==> src/rtl/core/ofr_pkg.sv <==
// Shared constants and axis-ordering helpers for the orthonormal frame pipeline.
package ofr_pkg;

	localparam int CoordWidthDef  = 32;
	localparam int OutFracBitsDef = 30;
	// Latency of the pipelined multiplier, in cycles.
	localparam int MulLat         = 5;
	// Width of one partial-product slice.
	localparam int Chunk          = 32;

	localparam logic [2:0] FUNC_XY = 3'd0;
	localparam logic [2:0] FUNC_YZ = 3'd1;
	localparam logic [2:0] FUNC_ZX = 3'd2;
	localparam logic [2:0] FUNC_YX = 3'd3;
	localparam logic [2:0] FUNC_XZ = 3'd4;
	localparam logic [2:0] FUNC_ZY = 3'd5;

	localparam logic [1:0] AXIS_X = 2'd0;
	localparam logic [1:0] AXIS_Y = 2'd1;
	localparam logic [1:0] AXIS_Z = 2'd2;

	function automatic logic [1:0] prim_axis(input logic [2:0] f);
		case (f)
			FUNC_XY: return AXIS_X;
			FUNC_YZ: return AXIS_Y;
			FUNC_ZX: return AXIS_Z;
			FUNC_YX: return AXIS_Y;
			FUNC_XZ: return AXIS_X;
			FUNC_ZY: return AXIS_Z;
			default: return AXIS_X;
		endcase
	endfunction

	function automatic logic [1:0] sec_axis(input logic [2:0] f);
		case (f)
			FUNC_XY: return AXIS_Y;
			FUNC_YZ: return AXIS_Z;
			FUNC_ZX: return AXIS_X;
			FUNC_YX: return AXIS_X;
			FUNC_XZ: return AXIS_Z;
			FUNC_ZY: return AXIS_Y;
			default: return AXIS_Y;
		endcase
	endfunction

endpackage

==> src/rtl/core/ofr_mul.sv <==
// Pipelined signed multiplier built from 32x32 partial products.
module ofr_mul #(
	parameter int WA = 32,
	parameter int WB = 32
) (
	input  logic                 clk,
	input  logic                 en,
	input  logic signed [WA-1:0] a,
	input  logic signed [WB-1:0] b,
	output logic signed [WA+WB-1:0] p
);
	import ofr_pkg::*;

	localparam int NA = (WA + Chunk - 1) / Chunk;
	localparam int NB = (WB + Chunk - 1) / Chunk;
	localparam int RW = (NB + 1) * Chunk;
	localparam int TW = (NA + NB) * Chunk;
	localparam int PW = WA + WB;

	logic [WA-1:0]         abs_a;
	logic [WB-1:0]         abs_b;
	logic [NA*Chunk-1:0]   ma_s1;
	logic [NB*Chunk-1:0]   mb_s1;
	logic                  sg_s1, sg_s2, sg_s3, sg_s4;
	logic [2*Chunk-1:0]    pp_s2 [NA][NB];
	logic [RW-1:0]         row_c [NA];
	logic [RW-1:0]         row_s3 [NA];
	logic [TW-1:0]         sum_c;
	logic [TW-1:0]         sum_s4;
	logic signed [PW-1:0]  p_s5;

	assign abs_a = a[WA-1] ? WA'(~a + 1'b1) : WA'(a);
	assign abs_b = b[WB-1] ? WB'(~b + 1'b1) : WB'(b);

	always_comb begin
		for (int i = 0; i < NA; i++) begin
			row_c[i] = '0;
			for (int j = 0; j < NB; j++) begin
				row_c[i] = row_c[i] + (RW'(pp_s2[i][j]) << (Chunk * j));
			end
		end
		sum_c = '0;
		for (int i = 0; i < NA; i++) begin
			sum_c = sum_c + (TW'(row_s3[i]) << (Chunk * i));
		end
	end

	always_ff @(posedge clk) begin
		if (en) begin
			ma_s1 <= (NA*Chunk)'(abs_a);
			mb_s1 <= (NB*Chunk)'(abs_b);
			sg_s1 <= a[WA-1] ^ b[WB-1];
			for (int i = 0; i < NA; i++) begin
				for (int j = 0; j < NB; j++) begin
					pp_s2[i][j] <= (2*Chunk)'(ma_s1[Chunk*i +: Chunk])
						* (2*Chunk)'(mb_s1[Chunk*j +: Chunk]);
				end
			end
			sg_s2  <= sg_s1;
			row_s3 <= row_c;
			sg_s3  <= sg_s2;
			sum_s4 <= sum_c;
			sg_s4  <= sg_s3;
			p_s5   <= sg_s4 ? -$signed(sum_s4[PW-1:0]) : $signed(sum_s4[PW-1:0]);
		end
	end

	assign p = p_s5;
endmodule

==> config.mk <==
export PLATFORM = sky130hd
export DESIGN_NAME = ofr_mul
export DESIGN_NICKNAME = d
export VERILOG_FILES = /design/src/rtl/core/ofr_pkg.sv /design/src/rtl/core/ofr_mul.sv
export SDC_FILE = /design/constraint.sdc
export NUM_CORES = 2
export LEC_CHECK = 0
export ABC_AREA = 1
export BUFFER_PORTS_ARGS = -buffer_cell sky130_fd_sc_hd__buf_2
export CORE_MARGIN = 2
export CORE_UTILIZATION = 35
export CTS_CLUSTER_SIZE = 30
export DETAILED_ROUTE_END_ITERATION = 8
export GPL_ROUTABILITY_DRIVEN = 0
export GPL_TIMING_DRIVEN = 0
export PLACE_DENSITY = 0.47
export SYNTH_ARGS = -nofsm -noshare
export SYNTH_HDL_FRONTEND = slang
export SYNTH_SLANG_ARGS = --single-unit
==> constraint.sdc <==
create_clock -name clk -period 7.9 [get_ports clk]
set_clock_uncertainty 0.1 [all_clocks]
set_input_delay 1.185 -clock clk [delete_from_list [all_inputs] [get_ports clk]]
set_output_delay 1.185 -clock clk [all_outputs]
set_load 0.03 [all_outputs]
After elaboration in Yosys (flattened, before gate mapping)
Memory sizes are Yosys's and may differ from the RTL's. A register that Yosys moved wholly into a read port is not among the register bits. Index checks and enable logic that the tools add are counted.

Bits in registers: 196. Bits in latches: 0. Bits in writable memories: 64. Bits in read-only memories: 0. Input bits: 66. Output and inout port bits: 64. Logic and storage cells: 23. Memories: 1.

Add/subtract/negate cells: 3. $mul: 1. Div/mod/pow operators: 0. Order comparisons: 0. Eq/ne operators: 0. Shifts and indexed selects: 0. Mux-type cells: 5. Bitwise operators: 3. Reductions and logical operators: 0.

Memory list: pp_s2 (depth 1, bits a word 64, rd ports 1, clocked after Yosys merged registers in 1, write ports 1, RTL line ofr_mul.sv:25) `logic [2*Chunk-1:0] pp_s2 [NA][NB];`.

Operator list (count): $add 32x1->32 const B (2); $mul 32x32->64 (1); $mux 64 (1); $neg 64->64 (1); $not 32->32 (2); $mux 31 (2); $mux 1 (2); $xor 1x1->1 (1).

Depth between registers and ports, before layout
Depth in word-level cells: 3. Mapped depth: 30. Gate-level depth less buffers: 29.

Worst setup path before layout
No wires, ideal clock.

Path kind: reg2reg. Start: register ma_s1[30]. End: memory pp_s2[0][62] (netlist name), data pin. Setup time: 0.252 ns. Arrival: 6.009 ns. Required time: 7.548 ns. Slack: 1.539 ns. Stages on the path, launching flop included: 26. Buffers on the path: 1. Cells stage by stage: edfxtp_1 -> clkbuf_1 -> nand2_1 -> fa_1 -> inv_1 -> fa_1 -> fa_1 -> inv_1 -> fa_1 -> inv_1 -> fa_1 -> fa_1 -> fa_1 -> inv_1 -> fa_1 -> inv_1 -> ha_1 -> nand2_1 -> inv_1 -> nand2_1 -> nor2_1 -> nand2_1 -> nor4_2 -> nand2_1 -> nand3_1 -> nand2_1.

Cells in the longest elaborated chain, start to end: 1.

Ends and longest elaborated chain: start: declaration (RTL line ofr_mul.sv:22) `logic [NA*Chunk-1:0] ma_s1;`; start signal: assignment (RTL line ofr_mul.sv:50) `ma_s1 <= (NA*Chunk)'(abs_a);`; $mul 32x32->64 (RTL line ofr_mul.sv:56) `* (2*Chunk)'(mb_s1[Chunk*j +: Chunk]);`; end: declaration (RTL line ofr_mul.sv:25).

Every way passes these cells.

Worst setup path after layout
Start: register mb_s1[30]. End: memory pp_s2[0][56] (netlist name), data pin.

Cells in the longest elaborated chain, start to end: 1.

Ends and longest elaborated chain: start: declaration (RTL line ofr_mul.sv:23) `logic [NB*Chunk-1:0] mb_s1;`; start signal: assignment (RTL line ofr_mul.sv:51) `mb_s1 <= (NB*Chunk)'(abs_b);`; $mul 32x32->64 (RTL line ofr_mul.sv:56).

Every way passes these cells.

==> results.sh <==
export IMPL_status="finished, final reports clean"
export IMPL_tritoncts="built"
export IMPL_grt_setup_unrepaired="yes"
export IMPL_fillers=14800
export IMPL_area_growth_pct=9.08
export IMPL_drt_iter0_markers=3411
export IMPL_layout_nets=7520
export IMPL_via_per_inst=4.75
export IMPL_setup_violations=0
export IMPL_synth_fa_ha_area_share_pct=42.7
export IMPL_synth_top_area_share_pct=36.0
export IMPL_synth_xor_area_share_pct=2.27
export IMPL_wl_per_cell_um=22.4
export IMPL_crit_path_frequent_cell="fa_1"
export IMPL_synth_main_ff_cell="edfxtp_1"
export IMPL_crit_buf_inv=3
export IMPL_drt_total_wl_um=184000
export IMPL_clk_latency_ps=570
export IMPL_dpl_cell_count=8140
export IMPL_syn_area_per_cell_um2=8.14
export IMPL_gr_total_overflow=0
export IMPL_worst_path_max_fanout=10
export IMPL_synth_most_common_cell="inv_1"
export IMPL_ys_ff_latch=324
export IMPL_dp_hpwl_um=153000
export IMPL_cts_max_path_buffers=3
export IMPL_final_util_pct=38.4
export IMPL_hold_viol=0
export IMPL_cp_slowest_stage_delay_ps=810
export IMPL_fin_crit_sh_pct=98.6
export IMPL_crit_slowest_cell="edfxtp_1"
export IMPL_synth_top_cell_by_area="fa_1"
export IMPL_yosys_area_share_simple_pct=18.5
export IMPL_initial_core_util_pct=35.2
export IMPL_fin_crit_ps=7790
export IMPL_die_w_um=381
export IMPL_syn_inst=6119
export IMPL_syn_area_um2=49800
export IMPL_h_tree_depth=2
export IMPL_die_height_um=381
export IMPL_drt_pass1_iter_count=5
export IMPL_cts_root_buf="clkbuf_16"
export IMPL_grt_pass1_wl_um=270000
export IMPL_dieArea_um2=145000
export IMPL_timing_setup_tns_ps=0
export IMPL_synth_area_leaders="fa_1 (36%), edfxtp_1 (20%), inv_1 (14%)"
export IMPL_drc=0
export IMPL_final_cells=8212
export IMPL_required_ps=8100
export IMPL_grt_max_degree=106
export IMPL_synth_seq_area_share_pct=19.5
export IMPL_endpoint_kind="flip-flop"
export IMPL_via_count=39000
export IMPL_grt_use_total_pct=25.6
export IMPL_synth_common_cells="inv_1 (1864), nand2_1 (1805), fa_1 (896)"
export IMPL_setup_slack_ps=111
export IMPL_grtUsageMet2_pct=39.7
export IMPL_maxSlewHeadroom_pct=18.5
export IMPL_pin_count=130
export IMPL_numClockSinks=324
export IMPL_maxCapViolCount=0
export IMPL_fmax_ghz=0.128
export IMPL_cp_cell_sequence="clkbuf_1 -> nand2_1 -> fa_1 -> fa_1 -> fa_1 -> fa_1 -> fa_1 -> fa_1 -> fa_1 -> inv_1 -> ha_1 -> ha_1 -> nand2_1 -> nor2_1 -> nand2_1 -> inv_1 -> nand2_1 -> nor2_1 -> nand2_1 -> nand4_1 -> nand2_1"
export IMPL_synth_edf_count=324
export IMPL_antenna_found_initial=6
export IMPL_met3_usage_pct=5.48
export IMPL_worst_pin_slew_ps=1220
export IMPL_cp_arrival_ps=7990
export IMPL_muxShareOfSynthArea_pct=0
export IMPL_async_flop_share_pct=0
export IMPL_ys_types=43
export IMPL_clk_pin_slew_worst_paths_ps=60
export IMPL_post_place_ws_ps=-390
export IMPL_core_um2=141000
export IMPL_start_kind="flip-flop"
export IMPL_crit_type="reg2reg"
export IMPL_cts_buffers=36
export IMPL_slew_violations=0
export IMPL_min_path_type="reg2reg"
export IMPL_busiest_layer="met2"
export IMPL_grt_pass1_vias=40600
export IMPL_drive_above_1_share_pct=5.97
export IMPL_synth_compound_area_share_pct=1.35
export IMPL_portBuffers=128
export IMPL_yosysWarningCount=0
export IMPL_use_met1_pct=33.6
export IMPL_synth_top_family_by_area="adder cells"
export IMPL_critPathTopFamily="adder cells"
export IMPL_rows=138
export IMPL_drt_antenna_violating_nets=0
export IMPL_syn_num_nets=7347
placed cells by master, fill, tap and decap left out, types with 4 or more instances in the layout:
| cell type | netlist | final |
|---|---|---|
| a21oi_1 | 49 | 49 |
| buf_2 | 6 | 138 |
| edfxtp_1 | 324 | 324 |
| buf_1 | 3 | 4 |
| inv_1 | 1864 | 1864 |
| clkbuf_2 | 0 | 118 |
| nand2_2 | 5 | 5 |
| clkbuf_16 | 0 | 36 |
| xnor2_1 | 16 | 16 |
| o21ai_0 | 36 | 36 |
| nand3b_1 | 5 | 5 |
| clkbuf_4 | 0 | 5 |
| or2_2 | 5 | 5 |
| nor3_1 | 26 | 26 |
| nor2_2 | 17 | 17 |
| ha_1 | 266 | 266 |
| clkbuf_1 | 198 | 71 |
| o21ai_1 | 4 | 4 |
| clkinv_2 | 0 | 7 |
| o21bai_1 | 12 | 12 |
| nor3_2 | 4 | 4 |
| fa_1 | 896 | 896 |
| clkinv_1 | 2 | 8 |
| nand3_1 | 124 | 124 |
| nand4_1 | 52 | 52 |
| o21ai_2 | 5 | 5 |
| nor2_1 | 251 | 251 |
| nand2_1 | 1805 | 1805 |
| xor2_1 | 113 | 113 |
| bufinv_16 | 0 | 5 |
metrics by stage:
stage | hold WS, ps | cell area, um2
final | 309 | 54300
after global routing | 322 | 54300
after CTS | 313 | 54200
after detailed placement | 305 | 52900
after global placement | 303 | 52800
after floorplan | 300 | 49800
routing by layer:
layer / wire (um) / vias to the layer above
met2: 78800 / 1791
met4: 12600 / 8
met1: 75400 / 18900
met5: 46 / -
met3: 17300 / 496
li1: - / 17800
cells by family after synthesis:
family	count (synthesis)
AOI/OAI and AO/OA	117
and+or+nand+nor	2311
buffers and inverters	2076
DFF	324
xor gates and xnor gates	129
adders and majority gates	1162
final timing paths:
check,from,to,slack [ps],cells after the start
max,mb_s1[30],pp_s2[0][56],110,21
min,row_s3[43],sum_s4[43],310,0
max reg2reg,mb_s1[30],pp_s2[0][56],110,21
min reg2reg,row_s3[43],sum_s4[43],310,0
registers in the layout, summed over array words and instances (netlist names):
signal / cells
mb_s1: 32
row_s3: 64
sum_s4: 64
pp_s2: 64
ma_s1: 32
sg_s4: 1
sg_s3: 1
p: 64
sg_s1: 1
sg_s2: 1
area by class of cell:
| cell class | count | area [um2] | area share, % |
|---|---|---|---|
| antenna | 3 | 7.51 | 0.0138 |
| buffer | 207 | 963 | 1.77 |
| clock buffer | 39 | 912 | 1.68 |
| clock inverter | 26 | 287 | 0.527 |
| inverter | 1869 | 7020 | 12.9 |
| multi-input combinational | 3719 | 32300 | 59.4 |
| sequential | 324 | 9730 | 17.9 |
| tap | 1890 | 2360 | 4.35 |
| timing repair buffer | 135 | 776 | 1.43 |
what timing repair did:
item / CTS / global route
cloned: 0 / 0
setup endpoints to repair: 31 / 33
gates resized for setup: 36 / 266
pin swaps: 0 / 0
setup buffers: 0 / 4
hold buffers: 0 / 0
Power is not shown: default switching activity piles up to over one toggle a cycle in this logic, so the estimate is an artifact.
